**src/rtl/dlr_pkg.sv**
```systemverilog
// ----------------------------------------------------------------------------
// dlr_pkg
// Shared constants and types for the DDA line rasteriser: coordinate and
// fixed-point widths, sequencer state codes and the divider request.
// ----------------------------------------------------------------------------
package dlr_pkg;

  // Coordinate and fixed-point formats
  localparam int unsigned COORD_BITS = 6;
  localparam int unsigned FRAC_BITS  = 16;
  localparam int unsigned PIX_W      = 6;   // width of the pixel ports
  localparam int unsigned ACC_W      = COORD_BITS + FRAC_BITS;
  localparam int unsigned INC_W      = FRAC_BITS + 1;  // increment magnitude
  localparam int unsigned DCNT_W     = $clog2(ACC_W);

  // Sequencer state codes
  localparam logic [1:0] ST_IDLE = 2'd0;
  localparam logic [1:0] ST_DIVX = 2'd1;
  localparam logic [1:0] ST_DIVY = 2'd2;
  localparam logic [1:0] ST_EMIT = 2'd3;

  // Request into the shared divider
  typedef struct packed {
    logic                  start;
    logic [ACC_W-1:0]      dividend;
    logic [COORD_BITS-1:0] divisor;
  } div_req_t;

endpackage

```
**src/rtl/dlr_div.sv**
```systemverilog
// ----------------------------------------------------------------------------
// dlr_div
// Restoring divider, one quotient bit per cycle. After the last step it
// pulses done for one cycle with the quotient held until the next request.
// ----------------------------------------------------------------------------
module dlr_div (
  input  logic                      clk_i,
  input  logic                      rst_ni,
  input  dlr_pkg::div_req_t         req_i,
  output logic                      done_o,
  output logic [dlr_pkg::INC_W-1:0] quot_o
);

  logic                            busy_q, busy_d;
  logic                            done_q, done_d;
  logic [dlr_pkg::DCNT_W-1:0]      cnt_q, cnt_d;
  logic [dlr_pkg::ACC_W-1:0]       quot_q, quot_d;
  logic [dlr_pkg::COORD_BITS-1:0]  rem_q, rem_d;
  logic [dlr_pkg::COORD_BITS-1:0]  dvsr_q, dvsr_d;
  logic [dlr_pkg::COORD_BITS:0]    shifted;
  logic [dlr_pkg::COORD_BITS:0]    trial;
  logic                            fits;

  // One restoring step: bring in the next dividend bit, try to subtract
  assign shifted = {rem_q, quot_q[dlr_pkg::ACC_W-1]};
  assign trial   = shifted - {1'b0, dvsr_q};
  assign fits    = (shifted >= {1'b0, dvsr_q});

  // Step control
  always_comb begin
    busy_d = busy_q;
    done_d = 1'b0;
    cnt_d  = cnt_q;
    quot_d = quot_q;
    rem_d  = rem_q;
    dvsr_d = dvsr_q;
    if (req_i.start) begin
      busy_d = 1'b1;
      cnt_d  = dlr_pkg::DCNT_W'(dlr_pkg::ACC_W - 1);
      quot_d = req_i.dividend;
      rem_d  = '0;
      dvsr_d = req_i.divisor;
    end else if (busy_q) begin
      quot_d = {quot_q[dlr_pkg::ACC_W-2:0], fits};
      rem_d  = fits ? trial[dlr_pkg::COORD_BITS-1:0] : shifted[dlr_pkg::COORD_BITS-1:0];
      cnt_d  = cnt_q - 1'b1;
      if (cnt_q == '0) begin
        busy_d = 1'b0;
        done_d = 1'b1;
      end
    end
  end

  // Control registers
  always_ff @(posedge clk_i or negedge rst_ni) begin
    if (!rst_ni) begin
      busy_q <= 1'b0;
      done_q <= 1'b0;
      cnt_q  <= '0;
    end else begin
      busy_q <= busy_d;
      done_q <= done_d;
      cnt_q  <= cnt_d;
    end
  end

  // Datapath registers
  always_ff @(posedge clk_i) begin
    quot_q <= quot_d;
    rem_q  <= rem_d;
    dvsr_q <= dvsr_d;
  end

  // Quotient never exceeds 1.0 in Q.FRAC_BITS
  assign done_o = done_q;
  assign quot_o = quot_q[dlr_pkg::INC_W-1:0];

endmodule

```
**src/rtl/dda_line_rasterizer.sv**
```systemverilog
// ----------------------------------------------------------------------------
// dda_line_rasterizer
// DDA line rasteriser: one line request in, steps+1 pixels out, one a cycle.
// ----------------------------------------------------------------------------
// A request with distinct endpoints runs two divisions in the shared divider
//   (x increment, then y increment), then emits pixels.
// A new line is accepted only in idle, after busy has fallen at the end of the
//   previous line; a single-point line emits its pixel in the cycle after
//   acceptance. The receiver cannot stall.
// Reset is asynchronous, active low, and returns the block to idle.
module dda_line_rasterizer (
  input  logic                       clk_i,
  input  logic                       rst_ni,
  input  logic                       start,
  output logic                       busy,
  input  logic [5:0]                 start_x_i,
  input  logic [5:0]                 start_y_i,
  input  logic [5:0]                 end_x_i,
  input  logic [5:0]                 end_y_i,
  input  logic [31:0]                pixel_color_i,
  output logic                       pixel_valid_o,
  output logic [dlr_pkg::PIX_W-1:0]  pixel_x_o,
  output logic [dlr_pkg::PIX_W-1:0]  pixel_y_o,
  output logic [31:0]                out_color_o,
  output logic                       last_pixel_o
);

  localparam logic [dlr_pkg::ACC_W-1:0] HALF =
    dlr_pkg::ACC_W'(1) << (dlr_pkg::FRAC_BITS - 1);

  logic [1:0]                       state_q, state_d;
  logic [dlr_pkg::COORD_BITS-1:0]   steps_q, steps_d;
  logic [dlr_pkg::COORD_BITS-1:0]   cnt_q, cnt_d;
  logic [dlr_pkg::COORD_BITS-1:0]   ady_q, ady_d;
  logic                             negx_q, negx_d, negy_q, negy_d;
  logic [dlr_pkg::INC_W-1:0]        incx_q, incx_d, incy_q, incy_d;
  logic [dlr_pkg::ACC_W-1:0]        accx_q, accx_d, accy_q, accy_d;
  logic [31:0]                      color_q, color_d;

  logic [dlr_pkg::COORD_BITS-1:0]   x0, y0, x1, y1, adx, ady, steps;
  logic                             accept;
  logic [dlr_pkg::ACC_W-1:0]        rndx, rndy, stepx, stepy;
  dlr_pkg::div_req_t                div_req;
  logic                             div_done;
  logic [dlr_pkg::INC_W-1:0]        div_quot;

  // Request decode: masked endpoints, deltas and step count
  assign x0     = start_x_i[dlr_pkg::COORD_BITS-1:0];
  assign y0     = start_y_i[dlr_pkg::COORD_BITS-1:0];
  assign x1     = end_x_i[dlr_pkg::COORD_BITS-1:0];
  assign y1     = end_y_i[dlr_pkg::COORD_BITS-1:0];
  assign adx    = (x1 >= x0) ? (x1 - x0) : (x0 - x1);
  assign ady    = (y1 >= y0) ? (y1 - y0) : (y0 - y1);
  assign steps  = (adx > ady) ? adx : ady;
  assign accept = start && (state_q == dlr_pkg::ST_IDLE);

  // Shared divider
  dlr_div u_div (
    .clk_i  (clk_i),
    .rst_ni (rst_ni),
    .req_i  (div_req),
    .done_o (div_done),
    .quot_o (div_quot)
  );

  // Signed increments applied to the accumulators
  assign stepx = negx_q ? (accx_q - dlr_pkg::ACC_W'(incx_q))
                        : (accx_q + dlr_pkg::ACC_W'(incx_q));
  assign stepy = negy_q ? (accy_q - dlr_pkg::ACC_W'(incy_q))
                        : (accy_q + dlr_pkg::ACC_W'(incy_q));

  // Sequencer
  always_comb begin
    state_d  = state_q;
    steps_d  = steps_q;
    cnt_d    = cnt_q;
    ady_d    = ady_q;
    negx_d   = negx_q;
    negy_d   = negy_q;
    incx_d   = incx_q;
    incy_d   = incy_q;
    accx_d   = accx_q;
    accy_d   = accy_q;
    color_d  = color_q;
    div_req  = '0;
    unique case (state_q)
      dlr_pkg::ST_IDLE: begin
        if (accept) begin
          steps_d = steps;
          cnt_d   = '0;
          ady_d   = ady;
          negx_d  = (x1 < x0);
          negy_d  = (y1 < y0);
          incx_d  = '0;
          incy_d  = '0;
          accx_d  = {x0, {dlr_pkg::FRAC_BITS{1'b0}}};
          accy_d  = {y0, {dlr_pkg::FRAC_BITS{1'b0}}};
          color_d = pixel_color_i;
          if (steps == '0) begin
            state_d = dlr_pkg::ST_EMIT;
          end else begin
            div_req.start    = 1'b1;
            div_req.dividend = {adx, {dlr_pkg::FRAC_BITS{1'b0}}};
            div_req.divisor  = steps;
            state_d          = dlr_pkg::ST_DIVX;
          end
        end
      end
      dlr_pkg::ST_DIVX: begin
        if (div_done) begin
          incx_d           = div_quot;
          div_req.start    = 1'b1;
          div_req.dividend = {ady_q, {dlr_pkg::FRAC_BITS{1'b0}}};
          div_req.divisor  = steps_q;
          state_d          = dlr_pkg::ST_DIVY;
        end
      end
      dlr_pkg::ST_DIVY: begin
        if (div_done) begin
          incy_d  = div_quot;
          state_d = dlr_pkg::ST_EMIT;
        end
      end
      dlr_pkg::ST_EMIT: begin
        accx_d = stepx;
        accy_d = stepy;
        cnt_d  = cnt_q + 1'b1;
        if (cnt_q == steps_q) begin
          state_d = dlr_pkg::ST_IDLE;
        end
      end
      default: state_d = dlr_pkg::ST_IDLE;
    endcase
  end

  // Control registers
  always_ff @(posedge clk_i or negedge rst_ni) begin
    if (!rst_ni) begin
      state_q <= dlr_pkg::ST_IDLE;
      cnt_q   <= '0;
      steps_q <= '0;
    end else begin
      state_q <= state_d;
      cnt_q   <= cnt_d;
      steps_q <= steps_d;
    end
  end

  // Datapath registers
  always_ff @(posedge clk_i) begin
    ady_q   <= ady_d;
    negx_q  <= negx_d;
    negy_q  <= negy_d;
    incx_q  <= incx_d;
    incy_q  <= incy_d;
    accx_q  <= accx_d;
    accy_q  <= accy_d;
    color_q <= color_d;
  end

  // Pixel output: accumulators rounded half up
  assign rndx          = accx_q + HALF;
  assign rndy          = accy_q + HALF;
  assign busy          = (state_q != dlr_pkg::ST_IDLE);
  assign pixel_valid_o = (state_q == dlr_pkg::ST_EMIT);
  assign pixel_x_o     = dlr_pkg::PIX_W'(rndx[dlr_pkg::ACC_W-1:dlr_pkg::FRAC_BITS]);
  assign pixel_y_o     = dlr_pkg::PIX_W'(rndy[dlr_pkg::ACC_W-1:dlr_pkg::FRAC_BITS]);
  assign out_color_o   = color_q;
  assign last_pixel_o  = (cnt_q == steps_q);

endmodule
```
**config.mk**
```make
export PLATFORM = sky130hd
export DESIGN_NAME = dda_line_rasterizer
export DESIGN_NICKNAME = d
export VERILOG_FILES = /design/src/rtl/dlr_pkg.sv /design/src/rtl/dlr_div.sv /design/src/rtl/dda_line_rasterizer.sv
export SDC_FILE = /design/constraint.sdc
export NUM_CORES = 1
export LEC_CHECK = 0
export ABC_AREA = 1
export BUFFER_PORTS_ARGS = -buffer_cell sky130_fd_sc_hd__buf_2
export CAP_MARGIN = 20
export CELL_PAD_IN_SITES_DETAIL_PLACEMENT = 1
export CELL_PAD_IN_SITES_GLOBAL_PLACEMENT = 2
export CORE_ASPECT_RATIO = 1.4
export CORE_MARGIN = 1.5
export CORE_UTILIZATION = 36
export CTS_BUF_LIST = sky130_fd_sc_hd__clkbuf_8 sky130_fd_sc_hd__clkbuf_16
export DETAILED_ROUTE_END_ITERATION = 12
export HOLD_SLACK_MARGIN = 0.1
export PLACE_DENSITY = 0.85
export SLEW_MARGIN = 30
export SYNTH_ARGS = -nofsm -noshare
export SYNTH_HDL_FRONTEND = slang
export SYNTH_HIERARCHICAL = 1
export SYNTH_SLANG_ARGS = --single-unit
```
**constraint.sdc**
```tcl
create_clock -name clk_i -period 4.7 [get_ports clk_i]
set_input_delay 0.47 -clock clk_i [delete_from_list [all_inputs] [get_ports clk_i]]
set_output_delay 0.47 -clock clk_i [all_outputs]
set_load 0.01 [all_outputs]
```
==> metrics.cfg, run 1 <==
[critical_path]
crit_path_max_incr_delay_ns=0.51
cp.required_ns=4.88
arrival_ns=4.06
crit_fanout=5
cp_slowest_cell=nor4_1
end_kind=flip-flop
worstSetupPathType=reg -> reg
startpoint_type=flip-flop
path_cells=inv_1 -> ha_1 -> nand3_1 -> nor2_1 -> nand2_1 -> nor3_1 -> nand3_1 -> nand2_1 -> xor2_1 -> ha_1 -> nand2_1 -> nor4_1 -> nand4_1 -> nand3_1 -> nand2_1 -> nand3_1 -> o21ai_0
critical-path-top-delay-family=simple AND/OR/NAND/NOR gates
critPathBufInv=1

[yosys]
yosys.area.top_type=edfxtp_1
yosysSeqAreaShare=0.412
synth_most_common_cell=nand2_1
synthArstFlopShare=0.121
synth_top_family_by_area=simple AND/OR/NAND/NOR gates
synth_ff_type=edfxtp_1
synthAdderAreaFrac=0.101
syn_inst=1554
synth.area.top_cells=edfxtp_1 (36%), nand2_1 (13%), ha_1 (8.9%), inv_1 (8.1%), dfrtp_1 (4.3%)
yosys.area_share.simple=0.257
netlist.area_leader.share=0.359
netlist_area_um2=12200
ys_types=52
synth-edff-count=146
synthMuxAreaShare=0
synth-xor-area-share=0.0344
yosys_register_bits=173
ys_warn_count=6
syn_avg_cell_area_um2=7.86
synth-compound-area-share=0.0933
netlist_top_cells_count=nand2_1 (415), inv_1 (263), edfxtp_1 (146)

[die]
die_w_um=159
die_area_um2=35100
start_util=0.367
num_rows=79
core_um2=33300
io_pins=106
die_y_um=221

[placement]
hpwl_um=27700
place_congestion=0.858
place_area_um2=13200
port_buffers=105

[detailed_routing]
drt_iter0_markers=470
remaining_drc_errors=0
postRouteAntennaNets=0
firstDrtPassIters=4
num_vias=10400
routed_wl_um=34400
via_per_inst=4.90
detail_route.wl_per_cell_um=16.2

[clock_network]
clk_latency_ns=0.45
clkTransAtPathRegs_ns=0.08
htreeDepth=4
cts_buffer_depth=2
cts_setup_buffers=0
clockRootBuffer=clkbuf_16
numCtsBuffers=17
cts_tree=yes
cts_sinks=173

[power_and_ir_drop]
p_switching_uw=5050
clkPwrFrac=0.140
internal_power_uw=5100
p_seq_frac=0.289
ir_drop_v=0.000266
p_leak_uw=0.00687
pwr-share-comb=0.572
power_density_nw_per_um2=736
sw_frac_of_total=0.498

[sta]
fin_skew_ns=0.0124
tns_ns=0
fmaxAchievable_ghz=0.257
min_period_over_period=0.826
final-setup-viol-count=0
tightest_slew_ns=0.845
layout_min_cycle_time_ns=3.88
hold_viol=0
maxSlewHeadroom=0.436
rsz0062_at_grt=false
slew_viol_final=0

[final_layout]
antenna-diode-count=0
nets=1815
stdcell_area_um2=13800
layout-drive-gt1-share=0.118
fin_util=0.414
fillers=4137
area_growth_pct=12.9

[grt]
grt_pass1_wl_um=55600
grt_pass1_vias=11200
grt_max_degree=59
grt_usage=0.206
grt_overflow=0
antenna_found_initial=0

[status]
outcome=finished clean

[worst_hold_path]
hp-class=in -> reg

[run]
cap_violations=0

## placed cells by master, fill, tap and decap left out, drive strengths merged, types with 11 or more instances in the layout
cell type    n
nor2       123
buf        113
dfrtp       21
a21oi       80
clkbuf      17
edfxtp     146
xor2        37
o21ai       90
nand2      427
xnor2       11
nand3      105
conb        16
inv        280
nand4       31
nor3        23
ha          87
## logic make-up after synthesis
group                    Yosys count
buffers and inverters            312
AO/OA/AOI/OAI                    203
flip-flops                       173
XOR/XNOR                          48
adder cells (fa/ha/maj)           94
AND/OR/NAND/NOR                  723
other                              1
## state kept, by name (all words and copies together), names as in the netlist
register and cells:
u_div/rem_q 6, state_q 2, negx_q 1, accy_q 22, steps_q 6, u_div/done_o 1, out_color_o 32, u_div/dvsr_q 6
ady_q 6, u_div/cnt_q 5, accx_q 22, u_div/quot_q 22, negy_q 1, incy_q 17, cnt_q 6, incx_q 17
u_div/busy_q 1
## final cells by class
| class | instances | area [µm²] | share of cell area |
|---|---|---|---|
| multi-input combinational | 1084 | 6010 | 0.436 |
| inverter | 272 | 1020 | 0.0740 |
| timing repair buffer | 114 | 596 | 0.0432 |
| sequential | 173 | 5030 | 0.365 |
| clock inverter | 15 | 156 | 0.0113 |
| clock buffer | 17 | 425 | 0.0308 |
| tap | 445 | 557 | 0.0404 |
## power by group through the flow
stage	sequential [µW]	clock, µW	combinational (µW)
after global placement	2950	0	5680
after detailed placement	2960	0	5840
after global routing	3000	1500	6610
final	2930	1420	5800
after floorplan	2840	0	4300
after CTS	2940	1460	5870
## per-layer routing
layer / part of all wire / GRT usage / wire length, µm
met3: 0.027 / 0.0307 / 942
met1: 0.41 / 0.228 / 14200
met2: 0.54 / 0.389 / 18400
met5: 0 / 0 / 0
met4: 0.024 / 0.0730 / 840
## per-stage QoR
step           hold slack (ns)  std cells  setup slack (ns)  power [µW]
6_report                 0.185       2120             0.816       10100
5_1_grt                  0.165       2120             0.466       11100
4_1_cts                  0.160       2120             0.797       10300
3_5_place_dp             0.468       2087             0.324        8800
3_3_place_gp             0.469       2087             0.412        8620
2_1_floorplan            0.174       1569             0.749        7140
## path summary, 6_finish.rpt
| check | startpoint | cells after the start | to | slack (ns) |
|---|---|---|---|---|
| worst max-delay path | incx_q[0] | 17 | accx_q[18] | 0.82 |
| worst min-delay path | pixel_color_i[8] | 1 | out_color_o[8] | 0.18 |
| worst max register to register | incx_q[0] | 17 | accx_q[18] | 0.82 |
| worst min register to register | u_div/rem_q[2] | 2 | u_div/rem_q[2] | 0.48 |
| max in group asynchronous | rst_ni | 2 | u_div/cnt_q[1] | 3.83 |
| min in group asynchronous | rst_ni | 2 | cnt_q[5] | 0.52 |
## repair_timing
item,CTS,global route
gates resized for setup,0,0
hold buffers,1,0
endpoints found under the hold margin,21,0
Power figures use the tool's default switching activity.
==> run 2: changes to the inputs <==
clock period = 3.7 ns   (was 4.7 ns; I/O delays follow)
==> metrics.cfg, run 2 (same netlist as run 1, synthesis figures left out) <==
[status]
outcome=finished clean

[clock_network]
cts_buffer_depth=2
numCtsBuffers=17
clkTransAtPathRegs_ns=0.07
cts_sinks=173
clk_latency_ns=0.45
htreeDepth=4
cts_tree=yes
clockRootBuffer=clkbuf_16

[grt]
grt_pass1_wl_um=58200
grt_usage=0.214
grt_max_degree=59
antenna_found_initial=0
grt_pass1_vias=11800
grt_overflow=0

[power_and_ir_drop]
power_density_nw_per_um2=893
pwr-share-comb=0.588
p_leak_uw=0.00749
clkPwrFrac=0.133
p_switching_uw=6540
internal_power_uw=6830
ir_drop_v=0.000389
p_seq_frac=0.279
report.power.total_uw=13400
sw_frac_of_total=0.489

[final_layout]
antenna-diode-count=0
final_common_cell=nand2_1
layout-drive-gt1-share=0.179
nets=1947
fillers=4172
largest_register_ffs=32
final_cell_mix=nand2_1 (413), inv_1 (261), edfxtp_1 (146), nor2_1 (108), buf_4 (107)
area_growth_pct=22.5

[critical_path]
worstSetupPathType=reg -> reg
end_kind=flip-flop
cp_slowest_cell=edfxtp_1
cpMostUsedCell=inv_1
startpoint_type=flip-flop
crit_path_max_incr_delay_ns=0.39
crit_fanout=3
path_cells=inv_1 -> ha_1 -> nand4_1 -> nor2_2 -> nand2_1 -> inv_1 -> nand4_1 -> o21ai_2 -> a21oi_1 -> a21oi_2 -> ha_1 -> nand2_1 -> buf_4 -> inv_1 -> nand3_1 -> inv_1 -> a21oi_2 -> nand3_2 -> or2_2 -> nand3_1 -> o21ai_0
critPathBufInv=5
cp.required_ns=3.87
arrival_ns=3.62
critical-path-top-delay-family=simple AND/OR/NAND/NOR gates

[die]
num_rows=79
start_util=0.367
core_um2=33300
die_y_um=221
io_pins=106
die_area_um2=35100
die_w_um=159

[sta]
fin_skew_ns=0.0183
layout_min_cycle_time_ns=3.45
min_period_over_period=0.932
fmaxAchievable_ghz=0.290
worst_slack_ns=0.252
rsz0062_at_grt=false
maxSlewHeadroom=0.388
slew_viol_final=0
holdWs_ns=0.316
hold_viol=0
tightest_slew_ns=0.915
final-setup-viol-count=0

[run]
cap_violations=0

[detailed_routing]
drt_iter0_markers=366
num_vias=10900
postRouteAntennaNets=0
remaining_drc_errors=0
via_per_inst=4.86
firstDrtPassIters=4
routed_wl_um=36300
detail_route.wl_per_cell_um=16.1

[placement]
dp_slack_ns=-0.298
place_congestion=0.866
port_buffers=105
hpwl_um=28100

[worst_hold_path]
hp-class=in -> reg

run 2: cell types whose count changed in the layout (fill, tap and decap cells not counted), sizes merged:
cell,change
buf,+100
clkinvlp,+1
clkinv,-2
dlygate4sd3,+32
clkbuf,+1
run 2: power by group through the flow:
stage                     Clock (µW)  Combinational (µW)  Sequential [µW]
final                           1780                7860             3720
after global routing            1890                8930             3820
after CTS                       1830                7780             3720
after detailed placement           0                7690             3750
after global placement             0                7470             3720
after floorplan                    0                5470             3610
run 2: layout make-up:
cell class	count	area (µm²)	area share
Clock inverter	14	128	0.00853
Timing Repair Buffer	246	1680	0.112
Clock buffer	18	439	0.0293
Tap cell	445	557	0.0372
Inverter	272	1020	0.0684
Sequential cell	173	5030	0.336
Multi-Input combinational cell	1084	6110	0.408
run 2: layer usage:
layer	share of wire	wire (µm)	up-vias	track usage
met4	0.022	811	0	0.0699
li1	-	-	5502	-
met3	0.027	990	48	0.0354
met2	0.55	20100	152	0.416
met5	0	0	-	0
met1	0.40	14400	5243	0.228
run 2: worst reg2reg max path, cell delays in order, from the launching register on:
cell and delay [ns]:
edfxtp_1 0.39, inv_1 0.09, ha_1 0.19, nand4_1 0.15, nor2_2 0.18, nand2_1 0.08
inv_1 0.07, nand4_1 0.14, o21ai_2 0.20, a21oi_1 0.07, a21oi_2 0.15, ha_1 0.26
nand2_1 0.11, buf_4 0.12, inv_1 0.03, nand3_1 0.12, inv_1 0.07, a21oi_2 0.16
nand3_2 0.13, or2_2 0.29, nand3_1 0.07, o21ai_0 0.10
run 2: final timing paths:
path                            slack [ns]             end           start  cells after the start
worst max-delay path                  0.25      accy_q[20]       incy_q[0]                     21
worst min-delay path                  0.32      accx_q[21]    start_x_i[5]                      4
worst max register to register        0.25      accy_q[20]       incy_q[0]                     21
worst min register to register        0.49  u_div/rem_q[4]  u_div/rem_q[4]                      2
max in group asynchronous             2.91  u_div/cnt_q[1]          rst_ni                      2
min in group asynchronous             0.42      steps_q[4]          rst_ni                      2
run 2: timing repair:
item | 4_1_cts | 5_1_grt
setup buffers | 0 | 6
setup endpoints to repair | 1 | 63
resized for setup | 2 | 25
hold buffers | 33 | 0
gates cloned | 0 | 0
hold endpoints to repair | 53 | 0
pin swaps | 0 | 7
run 2: metrics by stage:
step                      instance area, µm²   util  TNS, ns  instances
final                                  15000  0.449        0       2252
after floorplan                        12300      -        0       1569
after detailed placement               13900  0.418   -14.35       2181
after global placement                 13900  0.418    -4.17       2181
after CTS                              14800  0.445        0       2246
after global routing                   15000  0.449        0       2252
